File: src/design/fam_pkg.sv
// Package: shared constants and types for the fp32 add/multiply unit.
package fam_pkg;
  localparam int unsigned FracBits = 23;
  localparam int unsigned MantBits = 24;
  localparam int unsigned SumBits  = 25;
  localparam int unsigned ProdBits = 48;

  typedef enum logic {
    OP_ADD = 1'b0,
    OP_MUL = 1'b1
  } op_e;

  typedef logic [31:0] word_t;
endpackage

File: src/design/fam_if.sv
// Interfaces: input and output valid/ready channels of the fp32 add/multiply unit.
interface fam_in_if;
  import fam_pkg::*;
  logic  valid;
  logic  ready;
  logic  opcode;
  word_t operand_a;
  word_t operand_b;
  modport source (output valid, opcode, operand_a, operand_b, input ready);
  modport sink   (input valid, opcode, operand_a, operand_b, output ready);
endinterface

interface fam_out_if;
  import fam_pkg::*;
  logic  valid;
  logic  ready;
  word_t result_word;
  modport source (output valid, result_word, input ready);
  modport sink   (input valid, result_word, output ready);
endinterface

File: src/design/fp32_add_mul_truncating.sv
// Top level: pipelined truncating fp32 adder and multiplier.
// Usage:
//   in_ch  : opcode (OP_ADD / OP_MUL), operand_a, operand_b; a transfer happens
//            when valid and ready are both high at a rising clk_i edge.
//   out_ch : result_word, one transfer per accepted input, in order.
// Pipeline: four stages (unpack/align or multiply, add/sub or product
//   normalize, normalize and pack, output register).
// Throughput: one operation per cycle while the output is not stalled.
// Stall: the whole pipe advances only when the last stage is empty or its
//   result is taken; empty slots stay in place, nothing is lost or repeated.
// Reset: rst_ni (async, active low) clears all valid bits; payload registers
//   keep whatever they held.
// Add: operands ordered by magnitude, smaller mantissa aligned, added or
//   subtracted in 25 bits, normalized. Multiply: 24x24 product, exponent
//   ea+eb-127, one-place normalization. Everything truncates; exponents wrap.
module fp32_add_mul_truncating
  import fam_pkg::*;
(
  input  logic      clk_i,
  input  logic      rst_ni,
  fam_in_if.sink    in_ch,
  fam_out_if.source out_ch
);

  logic adv;
  logic v1_q, v2_q, v3_q, v4_q;

  // ---------------- stage 1: order/align, or multiply ----------------
  word_t a_s, b_s;
  logic  swap;
  logic [7:0] ea, eb, sh;
  logic [MantBits-1:0] ma, mb, mb_sh;
  logic [ProdBits-1:0] prod;

  always_comb begin
    swap  = (in_ch.operand_b[30:0] > in_ch.operand_a[30:0]);
    a_s   = swap ? in_ch.operand_b : in_ch.operand_a;
    b_s   = swap ? in_ch.operand_a : in_ch.operand_b;
    ea    = a_s[30:23];
    eb    = b_s[30:23];
    sh    = ea - eb;
    ma    = {1'b1, a_s[FracBits-1:0]};
    mb    = {1'b1, b_s[FracBits-1:0]};
    mb_sh = (sh >= 8'(SumBits)) ? '0 : (mb >> sh);
    prod  = {24'd0, 1'b1, in_ch.operand_a[FracBits-1:0]}
          * {24'd0, 1'b1, in_ch.operand_b[FracBits-1:0]};
  end

  logic                op1_q;
  logic                zero1_q;
  logic                sign1_q;
  logic                diff1_q;
  logic [7:0]          e1_q;
  word_t               a1_q;
  logic [MantBits-1:0] ma1_q, mb1_q;
  logic [ProdBits-1:0] p1_q;

  always_ff @(posedge clk_i) begin
    if (adv) begin
      op1_q   <= in_ch.opcode;
      a1_q    <= a_s;
      ma1_q   <= ma;
      mb1_q   <= mb_sh;
      diff1_q <= a_s[31] ^ b_s[31];
      p1_q    <= prod;
      if (in_ch.opcode == OP_MUL) begin
        zero1_q <= (in_ch.operand_a == '0) || (in_ch.operand_b == '0);
        sign1_q <= in_ch.operand_a[31] ^ in_ch.operand_b[31];
        e1_q    <= in_ch.operand_a[30:23] + in_ch.operand_b[30:23] + 8'd129;
      end else begin
        zero1_q <= (a_s == '0) || (b_s == '0);
        sign1_q <= a_s[31];
        e1_q    <= ea;
      end
    end
  end

  // ---------------- stage 2: add/sub, or product normalize ----------------
  logic [SumBits-1:0] mbx, sum;
  always_comb begin
    mbx = diff1_q ? (SumBits'(0) - {1'b0, mb1_q}) : {1'b0, mb1_q};
    sum = {1'b0, ma1_q} + mbx;
  end

  logic               op2_q, zero2_q, sign2_q, diff2_q;
  logic [7:0]         e2_q;
  word_t              a2_q;
  logic [SumBits-1:0] m2_q;
  logic [FracBits-1:0] pf2_q;

  always_ff @(posedge clk_i) begin
    if (adv) begin
      op2_q   <= op1_q;
      zero2_q <= zero1_q;
      sign2_q <= sign1_q;
      diff2_q <= diff1_q;
      a2_q    <= a1_q;
      m2_q    <= sum;
      if (op1_q == OP_MUL && p1_q[ProdBits-1]) begin
        e2_q  <= e1_q + 8'd1;
        pf2_q <= p1_q[ProdBits-2 -: FracBits];
      end else begin
        e2_q  <= e1_q;
        pf2_q <= p1_q[ProdBits-3 -: FracBits];
      end
    end
  end

  // ---------------- stage 3: sum normalize ----------------
  // Leading-bit count: steps until m[24] != m[23] (24 if none); the exponent caps the shift.
  logic [4:0] lz;
  logic       found;
  logic [7:0] e_n;
  logic [SumBits-1:0] m_n;
  logic [FracBits-1:0] frac3;
  logic [7:0] e3;

  always_comb begin
    lz    = 5'd0;
    found = 1'b0;
    for (int i = 0; i < SumBits - 1; i++) begin
      if (!found && (m2_q[SumBits-1-i] != m2_q[SumBits-2-i])) begin
        lz    = 5'(i);
        found = 1'b1;
      end
    end
    if (!found) lz = 5'(SumBits - 1);
    // loop: e decrements lz times, shifting each time, unless e hits 0 first
    if (m2_q[SumBits-1] && !diff2_q) begin
      e_n = e2_q + 8'd1;
      m_n = m2_q >> 1;
    end else if (m2_q == '0) begin
      // exact cancellation: exponent runs down (or around) to zero
      e_n = 8'd0;
      m_n = '0;
    end else if (e2_q > 8'(lz)) begin
      e_n = e2_q - 8'(lz);
      m_n = m2_q << lz;
    end else if (e2_q == 8'd0) begin
      // wraps to 255 on the first decrement, so every step shifts
      e_n = e2_q - 8'(lz);
      m_n = m2_q << lz;
    end else begin
      e_n = 8'd0;
      m_n = m2_q << (e2_q[4:0] - 5'd1);
    end
    if (op2_q == OP_MUL) begin
      e3    = e2_q;
      frac3 = pf2_q;
    end else begin
      e3    = e_n;
      frac3 = m_n[FracBits-1:0];
    end
  end

  word_t r3_q;
  always_ff @(posedge clk_i) begin
    if (adv) begin
      if (zero2_q)
        r3_q <= (op2_q == OP_MUL) ? '0 : a2_q;
      else
        r3_q <= {sign2_q, e3, frac3};
    end
  end

  // ---------------- stage 4: output register ----------------
  word_t r4_q;
  always_ff @(posedge clk_i) begin
    if (adv) r4_q <= r3_q;
  end

  assign adv                = !v4_q || out_ch.ready;
  assign in_ch.ready        = adv;
  assign out_ch.valid       = v4_q;
  assign out_ch.result_word = r4_q;

  always_ff @(posedge clk_i or negedge rst_ni) begin
    if (!rst_ni) begin
      v1_q <= 1'b0;
      v2_q <= 1'b0;
      v3_q <= 1'b0;
      v4_q <= 1'b0;
    end else if (adv) begin
      v1_q <= in_ch.valid;
      v2_q <= v1_q;
      v3_q <= v2_q;
      v4_q <= v3_q;
    end
  end

`ifndef SYNTH
  a_stall_hold: assert property (@(posedge clk_i) disable iff (!rst_ni)
    (out_ch.valid && !out_ch.ready) |=> (v4_q && $stable(r4_q)))
    else $error("result changed while stalled");
  a_flow: assert property (@(posedge clk_i) disable iff (!rst_ni)
    (adv && v3_q) |=> v4_q)
    else $error("item lost between stages");
  a_ready: assert property (@(posedge clk_i) disable iff (!rst_ni)
    !v4_q |-> in_ch.ready)
    else $error("pipe blocked while empty at output");
`endif

endmodule

File: src/flat_wrapper.sv
// flat-port wrapper written by rule: the top's interface ports become plain ports
module fp32_add_mul_truncating_flat import fam_pkg::*;
  (clk_i, rst_ni, in_ch_valid, in_ch_opcode, in_ch_operand_a, in_ch_operand_b, in_ch_ready, out_ch_valid, out_ch_result_word, out_ch_ready);
  fam_in_if in_ch_i ();
  fam_out_if out_ch_i ();
  input  logic clk_i;
  input  logic rst_ni;
  input wire logic [$bits(in_ch_i.valid)-1:0] in_ch_valid;
  input wire logic [$bits(in_ch_i.opcode)-1:0] in_ch_opcode;
  input wire logic [$bits(in_ch_i.operand_a)-1:0] in_ch_operand_a;
  input wire logic [$bits(in_ch_i.operand_b)-1:0] in_ch_operand_b;
  output wire logic [$bits(in_ch_i.ready)-1:0] in_ch_ready;
  output wire logic [$bits(out_ch_i.valid)-1:0] out_ch_valid;
  output wire logic [$bits(out_ch_i.result_word)-1:0] out_ch_result_word;
  input wire logic [$bits(out_ch_i.ready)-1:0] out_ch_ready;
  assign in_ch_i.valid = in_ch_valid;
  assign in_ch_i.opcode = in_ch_opcode;
  assign in_ch_i.operand_a = in_ch_operand_a;
  assign in_ch_i.operand_b = in_ch_operand_b;
  assign in_ch_ready = in_ch_i.ready;
  assign out_ch_valid = out_ch_i.valid;
  assign out_ch_result_word = out_ch_i.result_word;
  assign out_ch_i.ready = out_ch_ready;
  fp32_add_mul_truncating u_core (.clk_i(clk_i), .rst_ni(rst_ni), .in_ch(in_ch_i), .out_ch(out_ch_i));
endmodule
File: config.mk
export PLATFORM = sky130hd
export DESIGN_NAME = fp32_add_mul_truncating_flat
export DESIGN_NICKNAME = d
export VERILOG_FILES = /design/src/design/fam_pkg.sv /design/src/design/fam_if.sv /design/src/design/fp32_add_mul_truncating.sv /design/src/flat_wrapper.sv
export SDC_FILE = /design/constraint.sdc
export NUM_CORES = 2
export LEC_CHECK = 0
export BUFFER_PORTS_ARGS = -buffer_cell sky130_fd_sc_hd__buf_2
export CORE_UTILIZATION = 30
export CTS_CLUSTER_SIZE = 16
export DETAILED_ROUTE_END_ITERATION = 6
export SKIP_CTS_REPAIR_TIMING = 1
export SYNTH_ARGS = -nofsm -noshare
export SYNTH_HDL_FRONTEND = slang
export SYNTH_SLANG_ARGS = --single-unit
export TNS_END_PERCENT = 5
File: constraint.sdc
create_clock -name clk_i -period 9.23 [get_ports clk_i]
set_input_delay 0.923 -clock clk_i [delete_from_list [all_inputs] [get_ports clk_i]]
set_output_delay 0.923 -clock clk_i [all_outputs]
set_load 0.05 [all_outputs]
# [Word-level counts from Yosys, hierarchy flattened]
# Cells that the tools add are included.
[op_classes] magnitude_cmp=3 reduce_logical=59 add_sub_neg=9 n_bitwise=2 shift=3 n_mul=1 n_mux=68 eq_ne=24
[ops] op="$mux 23" count=6
[ops] op="$logic_not 32->1" count=4
[ops] op="$mux 32" count=4
[ops] op="$mux 8" count=7
[ops] op="$shl 25x5->23" count=2
[ops] op="$mul 24x24->48" count=1
[ops] op="$mux 5" count=9
[ops] op="$mux 4" count=8
[ops] op="$gt 31x31->1" count=1
[ops] op="$mux 1" count=27
[ops] op="$add 24x25->25" count=1
[ops] op="$logic_and 1x1->1" count=25
[ops] op="$logic_not 1->1" count=25
[ops] op="$logic_not 25->1" count=1
[ops] op="$mux 25" count=1
[ops] op="$sub 1x24->25 const A" count=1
[ops] op="$ne 1x1->1" count=24
[ops] op="$shr 24x8->24" count=1
[ops] op="$add 8x1->8 const B" count=2
[ops] op="$mux 3" count=4
[ops] op="$add 8x8->8" count=1
[ops] op="$add 8x8->8 const B" count=1
[ops] op="$ge 8x5->1 const B" count=1
[ops] op="$gt 8x5->1" count=1
[ops] op="7 further kinds" count=11
[totals] in_bits=69 regBits=299 elab_cells=192 output_inout_bits=34

# [Longest topological paths before layout]
[depth] depth_word=79 ltp_mapped=29 depth_no_buf=28

# [Worst setup path before layout]
# Ideal clock, no wire load.
[synth_timing] path_type="input to register" from="in in_ch_operand_b[4]" to="reg u_core.p1_q[47], data pin" cell_stages=27 setup_ns=0.266 arrival_ns=8.196 n_path_buf=2 required_ns=8.964 setup_slack_ns=0.767 cell_sequence="clkbuf_1 -> clkbuf_1 -> nand2_1 -> fa_1 -> inv_1 -> fa_1 -> fa_1 -> inv_1 -> fa_1 -> inv_1 -> fa_1 -> inv_1 -> fa_1 -> inv_1 -> fa_1 -> ha_1 -> a2111oi_0 -> o21ai_0 -> and4b_1 -> o221ai_1 -> a31o_2 -> o211ai_1 -> a31oi_1 -> o21a_1 -> o41ai_1 -> mux2i_1 -> nand4_1"
[synth_via] elab_chain_len=1
[synth_lines] element="start, declared" line="flat_wrapper.sv:11" text="input wire logic [$bits(in_ch_i.operand_b)-1:0] in_ch_operand_b;"
[synth_lines] element="$mul 24x24->48" line="fp32_add_mul_truncating.sv:46" text="* {24'd0, 1'b1, in_ch.operand_b[FracBits-1:0]};"
[synth_lines] element="named net u_core.prod[47]" line="fp32_add_mul_truncating.sv:33" text="logic [ProdBits-1:0] prod;"
[synth_lines] element="end signal, assigned" line="fp32_add_mul_truncating.sv:65" text="p1_q <= prod;"
[synth_lines] element="end, declared" line="fp32_add_mul_truncating.sv:56" text="logic [ProdBits-1:0] p1_q;"
# The timed path passes the listed nets, and every way through them passes these cells.
# A chain may end at the register's enable or synchronous reset.

# [Worst setup path after layout]
[layout_timing] from="in in_ch_operand_b[0]" to="reg u_core.p1_q[47], data pin"
# Same word-level chain as after synthesis.

==> flow_metrics.env <==
export IMPL_run_status="complete, no violations"
export IMPL_drt_pre_antenna_iters=6
export IMPL_tightestPinTransition_ns=1.14
export IMPL_detailed_place_hpwl_um=86100
export IMPL_netlist_top_cells_area="sky130_fd_sc_hd__fa_1, sky130_fd_sc_hd__edfxtp_1, sky130_fd_sc_hd__ha_1"
export IMPL_port_buffers=102
export IMPL_fin_tns_setup_ns=0
export IMPL_cts_buffers=28
export IMPL_avgRoutedWirePerCell_um=20.9
export IMPL_worst_path_class_setup="in -> reg"
export IMPL_dpl_worst_slack_ns=0.439
export IMPL_final_max_slew_viol_count=0
export IMPL_synthesized_instance_count=3586
export IMPL_share_of_final_layout_standard_cells_stronger_than_drive_strength_1=0.0937
export IMPL_synth_edf_count=249
export IMPL_critical_path_peak_fanout=9
export IMPL_initial_utilization=0.304
export IMPL_post_synth_instance_area_mm2=0.0350
export IMPL_timing_final_ws_setup_ns=0.982
export IMPL_clkLatencyLatePin_ns=0.59
export IMPL_setup_violations=0
export IMPL_synth_seq_cells=253
export IMPL_die_area_mm2=0.118
export IMPL_ioPinCount=103
export IMPL_h_tree_depth=1
export IMPL_dpl_instance_area_mm2=0.0373
export IMPL_total_of_warnings_raised_by_yosys=0
export IMPL_number_of_global_route_vias_before_repair=26300
export IMPL_layout_min_cycle_time_ns=8.25
export IMPL_reg2reg_from="u_core.m2_q[20]"
export IMPL_ys_dominant_reg_cell="sky130_fd_sc_hd__edfxtp_1"
export IMPL_rsz_0062_raised_after_global_routing="no"
export IMPL_cts_root_buf="sky130_fd_sc_hd__clkbuf_16"
export IMPL_postSynthNetCount=4418
export IMPL_finalWirelength_um=108000
export IMPL_antenna_found_initial=15
export IMPL_yosys_area_top_type_share=0.277
export IMPL_gpl_final_weighted_congestion=0.946
export IMPL_die_h_um=344
export IMPL_clock_sink_count=253
export IMPL_tritoncts="built"
export IMPL_hold_worst_slack_ns=0.148
export IMPL_detail_route_iter0_violations=1967
export IMPL_via_per_inst=5.02
export IMPL_max_clock_freq_ghz=0.121
export IMPL_global_route_wire_length_before_repair_um=165000
export IMPL_clk_path_buf_depth=3
export IMPL_floorplan_rows=124
export IMPL_number_of_nets_with_antenna_violations_after_detailed_routing=0
export IMPL_crit_start="in_ch_operand_b[0]"
export IMPL_grt_total_usage=0.183
export IMPL_synth_yosys_seq_area_share=0.217
export IMPL_critical_path_startpoint_type="input port"
export IMPL_flow_area_growth_from_synthesis_pct=9.32
export IMPL_slowest_delay_ns=0.56
export IMPL_cap_violations=0
export IMPL_post_route_drc_count=0
export IMPL_gr_total_overflow=0
export IMPL_synthTopCellsByCount="sky130_fd_sc_hd__inv_1, sky130_fd_sc_hd__fa_1, sky130_fd_sc_hd__nand2_1, sky130_fd_sc_hd__ha_1, sky130_fd_sc_hd__edfxtp_1"
export IMPL_layout_worst_path_cycle_share=0.894
export IMPL_die_width_um=344
export IMPL_timing_critical_path_arrival_ns=8.58
export IMPL_num_vias=25900
export IMPL_worst_path_most_repeated_cell="sky130_fd_sc_hd__fa_1"
export IMPL_critPathCaptureType="register"
export IMPL_slowest_cp_cell="sky130_fd_sc_hd__fa_1"
export IMPL_critical_path_buf_inv_count=6
export IMPL_largest_net_degree_at_the_start_of_global_routing=166
export IMPL_timing_hold_worst_class="in -> async"
export IMPL_yosysMostFrequentCell="sky130_fd_sc_hd__inv_1"
export IMPL_asyncSetResetFlopFracSynth=0.0158
export IMPL_post_synth_num_cell_types=91
export IMPL_nets_finish=4446
export IMPL_fp_coreArea_mm2=0.115
export IMPL_yosys_area_top_type="sky130_fd_sc_hd__fa_1"
export IMPL_clkSlewWorstSetupHoldPaths_ns=0.06
export IMPL_timing_critical_path_required_ns=9.56
export IMPL_postLayoutCellArea_mm2=0.0383
export IMPL_slew_headroom=0.236
export IMPL_clock_skew_final_ns=0.0293
export IMPL_critical_path_top_delay_family="adder cells"
export IMPL_timing_final_hold_violations=0
export IMPL_synthesis_area_per_instance_um2=9.76
cell families (layout without fill, tap and decap cells):
kind of cell | Yosys count | count (layout) | synth area share
XOR/XNOR | 109 | 109 | 0.0275
AO/OA/AOI/OAI | 425 | 425 | 0.0839
AND/OR/NAND/NOR | 985 | 985 | 0.135
multiplexers | 211 | 211 | 0.0694
flip-flops | 253 | 253 | 0.217
adder cells (fa/ha/maj) | 763 | 763 | 0.377
other | 0 | 9 | 0
buffers and inverters | 840 | 884 | 0.0914
state kept, by name, indices dropped and copies added, names as in the netlist, 8 cells and up:
register,count
u_core.out_ch.result_word,32
u_core.p1_q,25
u_core.pf2_q,23
u_core.e1_q,8
u_core.a2_q,32
u_core.e2_q,8
u_core.a1_q,32
u_core.m2_q,25
u_core.r3_q,32
u_core.mb1_q,24
layer usage:
layer | GRT usage | share of wire | vias to the layer above
met5 | 0 | 0.00039 | -
met4 | 0.0363 | 0.021 | 6
met3 | 0.0244 | 0.072 | 122
met2 | 0.295 | 0.45 | 963
met1 | 0.262 | 0.45 | 13000
li1 | - | - | 11700
worst reg2reg max path: stages, from the launching register on:
cell and delay (ns):
sky130_fd_sc_hd__edfxtp_1 0.61, sky130_fd_sc_hd__inv_1 0.17, sky130_fd_sc_hd__ha_1 0.35, sky130_fd_sc_hd__or4_1 0.71
sky130_fd_sc_hd__nand4b_4 0.36, sky130_fd_sc_hd__or4_1 0.69, sky130_fd_sc_hd__nor2_1 0.23, sky130_fd_sc_hd__a21oi_4 0.04
sky130_fd_sc_hd__buf_4 0.26, sky130_fd_sc_hd__inv_1 0.15, sky130_fd_sc_hd__ha_1 0.16, sky130_fd_sc_hd__inv_1 0.07
sky130_fd_sc_hd__fa_1 0.43, sky130_fd_sc_hd__a21o_1 0.19, sky130_fd_sc_hd__a21o_1 0.19, sky130_fd_sc_hd__a211oi_1 0.41
sky130_fd_sc_hd__a31oi_1 0.12, sky130_fd_sc_hd__a2111oi_1 0.39, sky130_fd_sc_hd__buf_4 0.25, sky130_fd_sc_hd__and3_1 0.42
sky130_fd_sc_hd__a221oi_1 0.13, sky130_fd_sc_hd__o21ai_0 0.18, sky130_fd_sc_hd__o21ai_0 0.14, sky130_fd_sc_hd__o21ai_0 0.57
path summary, 6_finish.rpt:
kind                                  endpoint  slack (ns)  depth (start not counted)
max                            u_core.p1_q[47]        0.98                         27
min                                u_core.v1_q        0.15                          1
max reg2reg                     u_core.r3_q[5]        1.69                         23
min reg2reg                    u_core.a2_q[28]        0.41                          0
max in group asynchronous  u_core.out_ch.valid        8.97                          1
min in group clk_i             u_core.a2_q[28]        0.41                          0
final cells by class:
cell class / instances / area [um2]
inverter: 653 / 2450
tap: 1512 / 1890
multi-input combinational: 2493 / 24300
timing repair buffer: 185 / 1150
clock inverter: 14 / 183
antenna: 9 / 22.5
fill: 11800 / 76700
sequential: 253 / 7580
clock buffer: 32 / 716
placed cells by master (no fill, tap or decap), types with 35 or more instances in the layout:
master,n
sky130_fd_sc_hd__a21oi_1,105
sky130_fd_sc_hd__xor2_1,35
sky130_fd_sc_hd__nor3_1,43
sky130_fd_sc_hd__o21ai_0,82
sky130_fd_sc_hd__xnor2_1,70
sky130_fd_sc_hd__edfxtp_1,249
sky130_fd_sc_hd__and2_1,188
sky130_fd_sc_hd__mux2_2,52
sky130_fd_sc_hd__fa_1,484
sky130_fd_sc_hd__inv_1,652
sky130_fd_sc_hd__ha_1,279
sky130_fd_sc_hd__nand2_1,428
sky130_fd_sc_hd__nand3_1,36
sky130_fd_sc_hd__mux2i_1,139
sky130_fd_sc_hd__buf_4,82
sky130_fd_sc_hd__buf_2,102
sky130_fd_sc_hd__nor2_1,151
metrics by stage:
| stage | std cells | utilization |
|---|---|---|
| floorplan | 3586 | - |
| global placement | 5096 | 0.325 |
| detailed placement | 5096 | 0.325 |
| CTS | 5142 | 0.333 |
| global route | 5143 | 0.333 |
| finish | 5151 | 0.333 |
Power is not shown: default switching activity piles up to over one toggle a cycle in this logic, so the estimate is an artifact.
